### config.mk
export PLATFORM = sky130hd
export DESIGN_NAME = running_median_filter_flat
export DESIGN_NICKNAME = d
export VERILOG_FILES = /design/src/rtl/core/rmf_pkg.sv /design/src/rtl/core/rmf_if.sv /design/src/rtl/core/rmf_cell.sv /design/src/rtl/core/rmf_ctrl.sv /design/src/rtl/core/running_median_filter.sv /design/src/flat_wrapper.sv
export SDC_FILE = /design/constraint.sdc
export NUM_CORES = 2
export LEC_CHECK = 0
export BUFFER_PORTS_ARGS = -buffer_cell sky130_fd_sc_hd__buf_2
export CORE_MARGIN = 1.5
export CORE_UTILIZATION = 50
export DETAILED_ROUTE_END_ITERATION = 8
export GPL_ROUTABILITY_DRIVEN = 0
export MAX_ROUTING_LAYER = met4
export PLACE_DENSITY_LB_ADDON = 0.1
export REMOVE_ABC_BUFFERS = 1
export SLEW_MARGIN = 5
export SYNTH_ARGS = -nofsm -noshare
export SYNTH_HDL_FRONTEND = slang
export SYNTH_HIERARCHICAL = 1
export SYNTH_SLANG_ARGS = --single-unit
### constraint.sdc
create_clock -name clk -period 8.51 [get_ports clk]
set_clock_uncertainty 0.05 [all_clocks]
set_input_delay 2.1275 -clock clk [delete_from_list [all_inputs] [get_ports clk]]
set_output_delay 2.1275 -clock clk [all_outputs]
set_load 0.05 [all_outputs]
### src/rtl/core/rmf_pkg.sv
`timescale 1ns / 1ps

package rmf_pkg;

  localparam int MAX_HALF    = 15;
  localparam int SAMPLE_BITS = 16;
  localparam int DEPTH       = 2 * MAX_HALF + 1;
  // counts up to DEPTH, ages and ranks up to DEPTH-1
  localparam int CNT_W       = $clog2(DEPTH + 1);
  localparam int AGE_W       = $clog2(DEPTH);
  localparam int HALF_W      = 4;

  localparam logic [HALF_W-1:0] WIN_HALF_RST = HALF_W'(12);

  typedef logic signed [SAMPLE_BITS-1:0] sample_t;

  // value circulating along the chain during ranking
  typedef struct packed {
    sample_t            val;
    logic [AGE_W-1:0]   age;
    logic               act;
  } tok_t;

  typedef struct packed {
    logic               shift;
    logic               rank;
    logic [CNT_W-1:0]   span;
  } cell_ctl_t;

  typedef enum logic [1:0] {
    ST_IDLE,
    ST_RANK,
    ST_PICK,
    ST_EMIT
  } state_t;

endpackage

### src/rtl/core/rmf_if.sv
`timescale 1ns / 1ps

interface rmf_in_if;
  logic               valid;
  logic               ready;
  rmf_pkg::sample_t   sample;
  logic               is_last;

  modport source(output valid, sample, is_last, input ready);
  modport sink(input valid, sample, is_last, output ready);
endinterface

interface rmf_out_if;
  logic               valid;
  logic               ready;
  rmf_pkg::sample_t   median_value;
  logic               end_of_run;
  logic               short_stream;

  modport source(output valid, median_value, end_of_run, short_stream, input ready);
  modport sink(input valid, median_value, end_of_run, short_stream, output ready);
endinterface

interface rmf_cfg_if;
  logic                            valid;
  logic                            ready;
  logic [rmf_pkg::HALF_W-1:0]      window_half;

  modport source(output valid, window_half, input ready);
  modport sink(input valid, window_half, output ready);
endinterface

### src/rtl/core/rmf_cell.sv
`timescale 1ns / 1ps

module rmf_cell (
  input  logic                        clk,
  input  rmf_pkg::cell_ctl_t          ctl,
  input  logic [rmf_pkg::AGE_W-1:0]   age,
  input  rmf_pkg::sample_t            val_in,
  input  rmf_pkg::tok_t               tok_in,
  output rmf_pkg::sample_t            val,
  output rmf_pkg::tok_t               tok,
  output logic [rmf_pkg::AGE_W-1:0]   rank,
  output logic                        act
);

  logic in_window;
  logic tok_below;

  assign in_window = rmf_pkg::CNT_W'(age) < ctl.span;

  // ties broken by age so that ranks inside the window are all distinct
  assign tok_below = tok.act &&
                     ((tok.val < val) || ((tok.val == val) && (tok.age < age)));

  always_ff @(posedge clk) begin
    if (ctl.shift) begin
      val      <= val_in;
      act      <= in_window;
      tok.val  <= val_in;
      tok.age  <= age;
      tok.act  <= in_window;
      rank     <= '0;
    end else if (ctl.rank) begin
      tok <= tok_in;
      if (tok_below) begin
        rank <= rank + 1'b1;
      end
    end
  end

endmodule

### src/rtl/core/rmf_ctrl.sv
`timescale 1ns / 1ps

module rmf_ctrl (
  input  logic                        clk,
  input  logic                        rst,
  rmf_in_if.sink                      samples,
  rmf_out_if.source                   results,
  rmf_cfg_if.sink                     cfg,
  input  rmf_pkg::sample_t            pick,
  output rmf_pkg::cell_ctl_t          ctl,
  output logic [rmf_pkg::AGE_W-1:0]   mid
);

  localparam int CW = rmf_pkg::CNT_W;

  rmf_pkg::state_t                 state;
  rmf_pkg::state_t                 state_next;
  logic [CW-1:0]                   seen;
  logic [rmf_pkg::HALF_W-1:0]      win_half;
  logic [CW-1:0]                   span;
  logic [CW-1:0]                   remain;
  logic [rmf_pkg::AGE_W-1:0]       step;
  logic                            short_flag;
  rmf_pkg::sample_t                med;

  logic                            accept;
  logic [CW-1:0]                   h_eff;
  logic [CW-1:0]                   wlen;
  logic [CW:0]                     seen_p1;
  logic [CW-1:0]                   seen_inc;
  logic                            full;
  logic                            first;
  logic                            emit_any;
  logic [CW-1:0]                   span_next;
  logic [CW-1:0]                   count_next;
  logic                            short_next;
  logic                            rank_done;

  assign accept    = samples.valid && samples.ready;
  assign rank_done = (step == rmf_pkg::AGE_W'(rmf_pkg::DEPTH - 1));
  assign mid       = rmf_pkg::AGE_W'(span >> 1);

  always_comb begin
    h_eff = (CW'(win_half) > CW'(rmf_pkg::MAX_HALF)) ? CW'(rmf_pkg::MAX_HALF)
                                                     : CW'(win_half);
    wlen     = CW'({h_eff, 1'b1});
    seen_p1  = {1'b0, seen} + 1'b1;
    seen_inc = (seen < CW'(rmf_pkg::DEPTH)) ? seen_p1[CW-1:0] : seen;
    full     = seen_p1 >= {1'b0, wlen};
    first    = seen_p1 == {1'b0, wlen};
    if (full) begin
      emit_any   = 1'b1;
      span_next  = wlen;
      count_next = (first ? h_eff + 1'b1 : CW'(1)) + (samples.is_last ? h_eff : '0);
      short_next = 1'b0;
    end else begin
      emit_any   = samples.is_last;
      span_next  = seen_inc;
      count_next = seen_inc;
      short_next = 1'b1;
    end
  end

  always_comb begin
    state_next = state;
    unique case (state)
      rmf_pkg::ST_IDLE: begin
        if (accept && emit_any) begin
          state_next = rmf_pkg::ST_RANK;
        end
      end
      rmf_pkg::ST_RANK: begin
        if (rank_done) begin
          state_next = rmf_pkg::ST_PICK;
        end
      end
      rmf_pkg::ST_PICK: begin
        state_next = rmf_pkg::ST_EMIT;
      end
      rmf_pkg::ST_EMIT: begin
        if (results.ready && remain == CW'(1)) begin
          state_next = rmf_pkg::ST_IDLE;
        end
      end
      default: begin
        state_next = rmf_pkg::ST_IDLE;
      end
    endcase
  end

  always_comb begin
    samples.ready        = (state == rmf_pkg::ST_IDLE);
    results.valid        = (state == rmf_pkg::ST_EMIT);
    results.median_value = med;
    results.end_of_run   = (remain == CW'(1));
    results.short_stream = short_flag;
    cfg.ready            = 1'b1;
    ctl.shift            = accept;
    ctl.rank             = (state == rmf_pkg::ST_RANK);
    ctl.span             = span_next;
  end

  always_ff @(posedge clk) begin
    if (rst) begin
      state    <= rmf_pkg::ST_IDLE;
      seen     <= '0;
      win_half <= rmf_pkg::WIN_HALF_RST;
      remain   <= '0;
      step     <= '0;
    end else begin
      state <= state_next;
      if (cfg.valid && cfg.ready) begin
        win_half <= cfg.window_half;
      end
      if (accept) begin
        // a marked last word closes the series
        seen   <= samples.is_last ? '0 : seen_inc;
        remain <= count_next;
        step   <= '0;
      end
      if (state == rmf_pkg::ST_RANK) begin
        step <= step + 1'b1;
      end
      if (results.valid && results.ready) begin
        remain <= remain - 1'b1;
      end
    end
  end

  always_ff @(posedge clk) begin
    if (accept) begin
      span       <= span_next;
      short_flag <= short_next;
    end
    if (state == rmf_pkg::ST_PICK) begin
      med <= pick;
    end
  end

  a_emit_has_words: assert property (@(posedge clk) disable iff (rst)
    (state == rmf_pkg::ST_EMIT) |-> (remain != '0))
    else $error("emit state with no words left");

  a_accept_starts_rank: assert property (@(posedge clk) disable iff (rst)
    (accept && emit_any) |=> (state == rmf_pkg::ST_RANK && step == '0))
    else $error("accepted word with results did not start ranking");

  a_last_word_idles: assert property (@(posedge clk) disable iff (rst)
    (results.valid && results.ready && remain == CW'(1)) |=> (state == rmf_pkg::ST_IDLE))
    else $error("did not return to idle after final result");

  a_seen_bound: assert property (@(posedge clk) disable iff (rst)
    seen <= CW'(rmf_pkg::DEPTH))
    else $error("sample count beyond window depth");

  a_span_bound: assert property (@(posedge clk) disable iff (rst)
    (state == rmf_pkg::ST_PICK) |-> (span != '0 && span <= CW'(rmf_pkg::DEPTH)))
    else $error("median span out of range");

endmodule

### src/rtl/core/running_median_filter.sv
`timescale 1ns / 1ps

// channel   dir  payload                                     word moves when
// samples   in   sample[15:0] signed, is_last                valid && ready
// results   out  median_value[15:0] signed, end_of_run,      valid && ready
//                short_stream
// cfg       in   window_half[3:0]                            valid && ready
//
// A word that yields no result leaves the block idle. A word that yields
// results is ranked, picked and emitted: ranking rotates every cell's
// value once around the chain of 31 cells, each cell counting smaller values.
// samples.ready is high only when idle; a stalled result holds its word.
// rst is synchronous: series count and state clear, window_half returns to 12.

module running_median_filter (
  input  logic        clk,
  input  logic        rst,
  rmf_in_if.sink      samples,
  rmf_out_if.source   results,
  rmf_cfg_if.sink     cfg
);

  localparam int D = rmf_pkg::DEPTH;

  rmf_pkg::cell_ctl_t               ctl;
  logic [rmf_pkg::AGE_W-1:0]        mid;
  rmf_pkg::sample_t                 pick;
  rmf_pkg::sample_t                 val  [D];
  rmf_pkg::tok_t                    tok  [D];
  logic [rmf_pkg::AGE_W-1:0]        rank [D];
  logic [D-1:0]                     act;

  rmf_ctrl u_ctrl (
    .clk     (clk),
    .rst     (rst),
    .samples (samples),
    .results (results),
    .cfg     (cfg),
    .pick    (pick),
    .ctl     (ctl),
    .mid     (mid)
  );

  // cell 0 holds the newest sample; tokens wrap from the far end back to cell 0
  for (genvar i = 0; i < D; i++) begin : g_cell
    rmf_cell u_cell (
      .clk    (clk),
      .ctl    (ctl),
      .age    (rmf_pkg::AGE_W'(i)),
      .val_in ((i == 0) ? samples.sample : val[(i + D - 1) % D]),
      .tok_in (tok[(i + D - 1) % D]),
      .val    (val[i]),
      .tok    (tok[i]),
      .rank   (rank[i]),
      .act    (act[i])
    );
  end

  // exactly one active cell carries the middle rank
  always_comb begin
    pick = '0;
    for (int i = 0; i < D; i++) begin
      if (act[i] && rank[i] == mid) begin
        pick = pick | val[i];
      end
    end
  end

endmodule
### src/flat_wrapper.sv
// flat-port wrapper written by rule: the top's interface ports become plain ports
module running_median_filter_flat 
  (clk, rst, samples_valid, samples_sample, samples_is_last, samples_ready, results_valid, results_median_value, results_end_of_run, results_short_stream, results_ready, cfg_valid, cfg_window_half, cfg_ready);
  rmf_in_if samples_i ();
  rmf_out_if results_i ();
  rmf_cfg_if cfg_i ();
  input  logic clk;
  input  logic rst;
  input wire logic [$bits(samples_i.valid)-1:0] samples_valid;
  input wire logic [$bits(samples_i.sample)-1:0] samples_sample;
  input wire logic [$bits(samples_i.is_last)-1:0] samples_is_last;
  output wire logic [$bits(samples_i.ready)-1:0] samples_ready;
  output wire logic [$bits(results_i.valid)-1:0] results_valid;
  output wire logic [$bits(results_i.median_value)-1:0] results_median_value;
  output wire logic [$bits(results_i.end_of_run)-1:0] results_end_of_run;
  output wire logic [$bits(results_i.short_stream)-1:0] results_short_stream;
  input wire logic [$bits(results_i.ready)-1:0] results_ready;
  input wire logic [$bits(cfg_i.valid)-1:0] cfg_valid;
  input wire logic [$bits(cfg_i.window_half)-1:0] cfg_window_half;
  output wire logic [$bits(cfg_i.ready)-1:0] cfg_ready;
  assign samples_i.valid = samples_valid;
  assign samples_i.sample = samples_sample;
  assign samples_i.is_last = samples_is_last;
  assign samples_ready = samples_i.ready;
  assign results_valid = results_i.valid;
  assign results_median_value = results_i.median_value;
  assign results_end_of_run = results_i.end_of_run;
  assign results_short_stream = results_i.short_stream;
  assign results_i.ready = results_ready;
  assign cfg_i.valid = cfg_valid;
  assign cfg_i.window_half = cfg_window_half;
  assign cfg_ready = cfg_i.ready;
  running_median_filter u_core (.clk(clk), .rst(rst), .samples(samples_i), .results(results_i), .cfg(cfg_i));
endmodule
==> impl_metrics.ini <==
[sta]
whs_ns = 0.456
setup_tns_ns = 0
rsz0062_at_grt = no
final-hold-violation-count = 0
worstMarginPinSlew_ns = 1.22
slew_violations = 0
setup_violations = 0
relSlewSlack_pct = 18.8
period_share_pct = 56.5
fmax_mhz = 208
postLayoutSetupSlackWorst_ns = 3.70
min_period_ns = 4.81

[clock_network]
cts_buffers = 157
postCtsSetupBuffers = 0
path_clk_slew_ns = 0.06
hold_buffers = 0
cts_tree = done
clock_latency_ns = 0.80
root_buffer = clkbuf_16
ctsLongestPathBuffers = 3
cts.sinks = 1406
htreeDepth = 4
post_cts_resized = 0

[floorplanning]
num_rows = 146
num_io_pins = 47
die_w_um = 403
dieArea_mm2 = 0.163
die-height_um = 403
core_area_mm2 = 0.159
initial_core_util_pct = 50.4

[worst_setup_path]
path_cells = ha_1 > nand3_1 > xnor2_1 > ha_1 > nand3_1 > o32a_1 > nand4_4 > inv_2 > o21ai_4 > buf_4 > inv_1 > ha_1 > a21o_1 > a21o_1 > a21oi_1 > mux2_2
critPathCaptureType = register
r2r_slack_ns = 3.70
crit_slowest_cell = o21ai_4
worstReg2RegStart = u_core/u_ctrl/seen[0]
cpPeakStageDelay_ns = 0.68
startpoint_type = register
r2r-end = u_core/g_cell[11].u_cell/tok[0]
worst-path-max-fanout = 17
rr_worst_depth = 16
crit_arrival_ns = 5.41
path_class = register to register
cp.required_ns = 9.11
crit_top_cell = ha_1

[finish]
final_area_mm2 = 0.0895
area_growth_pct = 11.8
fin_util_pct = 56.4
fillCellCount = 13255
drive_gt1_share_pct = 17.8
finalNetCount = 7872

[grt]
grt_max_degree = 138
grtUsageTotal_pct = 31.2
antenna_found_initial = 12
grt-ovfl-total = 0
grt_pass1_vias = 52041
grt_pass1_wl_um = 358000

[yosys]
ys_warn_count = 6
syn_area_mm2 = 0.0801
postSynthCellCount = 6498
synth_flop_cell = edfxtp_1
synth-async-reset-ratio_pct = 0
synth_edf_count = 1230
synthDistinctLibCells = 70
avgSynthCellArea_um2 = 12.3
seq_area_frac_synth_pct = 50.5
yosys_register_bits = 1406

[routing]
ant_nets = 0
wl_per_cell_um = 26.9
vias_per_cell = 5.95
wl_met3_um = 24400
first_pass_iters = 9
num_vias = 55143
met2_length_um = 106000
wirelength_um = 249000
dr.first_iter.drc_count = 6942
drc = 226
m1WireLength_um = 106000
maxUsedRoutingLayer = met4

[job]
cap_violations = 0

[placement]
preCtsSetupSlack_ns = 3.26
portBuffers = 45
post_dp_cell_area_mm2 = 0.0844
dpl.hpwl_um = 190000

[outcome]
violations = design-rule violations
outcome = finished with violations

[power_and_ir_drop]
pwr_density_cell_mw_per_mm2 = 363
p_leak_nw = 36.7
vdd_ir_drop_max_mv = 0.243

[min_path]
hold_start = u_core/g_cell[4].u_cell/val[9]
hold_path_depth = 0
hp-class = register to register
hold_end = u_core/g_cell[5].u_cell/val[9]
==> state kept, by name, summed over array words and instances, names as in the netlist, 5 cells and up <==
register	flops
u_core/u_ctrl/remain	5
u_core/u_ctrl/results.median_value	16
u_core/u_ctrl/seen	5
u_core/g_cell.u_cell/tok	682
u_core/g_cell.u_cell/val	496
u_core/g_cell.u_cell/act	31
u_core/g_cell.u_cell/rank	155
u_core/u_ctrl/step	5
==> synthesized netlist by cell type, types with 34 or more instances <==
library cell	instances	area share, %
edfxtp_1	1230	46
nor3_1	45	0.28
ha_1	792	12
buf_1	44	0.21
and3_1	70	0.55
clkbuf_1	59	0.28
nor2b_1	127	0.99
dfxtp_1	176	4.4
a22o_1	51	0.56
a22oi_1	77	0.72
inv_1	803	3.8
nand4_1	419	3.3
a21o_1	156	1.5
a21oi_1	321	2.0
mux2i_1	34	0.43
buf_2	53	0.33
xnor2_1	41	0.45
xor2_1	114	1.2
nand2_1	161	0.75
nand2b_1	127	0.99
or3_1	35	0.27
mux2_2	746	10
nor2_1	212	0.99
o21ai_0	68	0.43
==> cells by family (layout without fill, tap and decap cells) <==
kind of cell,Yosys count,count (layout),share of synthesized area [%]
buffers and inverters,983,1207,4.92
AO/OA/AOI/OAI,899,899,7.91
AND/OR/NAND/NOR,1407,1407,10.4
multiplexers,842,842,11.9
other,4,477,0.0187
flip-flops,1406,1406,50.5
XOR/XNOR,164,164,1.88
adder cells (fa/ha/maj),793,793,12.4
==> area by class of cell <==
cell class,count,area (µm²),area share (%)
well taps,2072,2590,2.90
inverters,804,3030,3.38
clock inverters,83,843,0.942
multi-input cells,4572,37500,41.9
clock buffers,208,4230,4.73
repair buffers,112,853,0.953
flip-flops and latches,1406,40500,45.2
diodes,10,25.0,0.0280
==> critical path, delay by kind of cell, from the launching register on <==
family,cells,cell delay (ns)
compound gates,5,1.68
buf+inv,3,0.70
simple gates,3,0.42
mux,1,0.19
fa+ha+maj,3,0.92
flops,1,0.45
xor+xnor,1,0.19
==> per-stage QoR <==
| stage | cells | total power, W |
|---|---|---|
| 2_1_floorplan | 6782 | 0.0176 |
| 3_3_place_gp | 8966 | 0.0251 |
| 3_5_place_dp | 8966 | 0.0253 |
| 4_1_cts | 9257 | 0.0323 |
| 5_1_grt | 9264 | 0.0342 |
| 6_report | 9267 | 0.0325 |
==> per-layer routing <==
metal  vias to the layer above  track usage (%)
li1                      24952                -
met1                     27194             41.5
met2                      2438             45.1
met3                       559             8.29
met4                         0             13.1
met5                         -                -
==> cell usage in the layout, fill, tap and decap left out, types with 34 or more instances in the layout <==
| cell type | count |
|---|---|
| a21o_1 | 156 |
| a21oi_1 | 321 |
| a22o_1 | 51 |
| a22oi_1 | 77 |
| and3_1 | 70 |
| buf_2 | 45 |
| buf_4 | 57 |
| clkbuf_1 | 43 |
| clkbuf_16 | 160 |
| conb_1 | 467 |
| dfxtp_1 | 176 |
| edfxtp_1 | 1230 |
| ha_1 | 791 |
| inv_1 | 802 |
| mux2_2 | 746 |
| mux2i_1 | 34 |
| nand2_1 | 160 |
| nand2b_1 | 127 |
| nand4_1 | 419 |
| nor2_1 | 212 |
| nor2b_1 | 127 |
| nor3_1 | 45 |
| o21ai_0 | 65 |
| or3_1 | 35 |
| xnor2_1 | 41 |
| xor2_1 | 114 |
==> power breakdown <==
part           total [W]  switching [W]  internal, W
clock network    0.00683        0.00289      0.00394
logic             0.0110        0.00630      0.00467
registers         0.0147        0.00305       0.0117
total             0.0325         0.0122       0.0203
==> how the worst max path moves through the flow <==
| stage | from | end | slack, ns | cells past startpoint |
|---|---|---|---|---|
| floorplan | samples_valid | u_core/g_cell[0].u_cell/tok[0] | -25.14 | 3 |
| global placement | samples_valid | u_core/g_cell[19].u_cell/tok[16] | 3.32 | 6 |
| detailed placement | samples_valid | u_core/g_cell[19].u_cell/tok[19] | 3.26 | 6 |
| CTS | u_core/u_ctrl/seen[0] | u_core/g_cell[11].u_cell/tok[0] | 3.65 | 16 |
| global route | u_core/u_ctrl/seen[0] | u_core/g_cell[10].u_cell/tok[0] | 3.44 | 16 |
| finish | u_core/u_ctrl/seen[0] | u_core/g_cell[11].u_cell/tok[0] | 3.70 | 16 |
No activity file was read; power rests on OpenSTA's default activity.
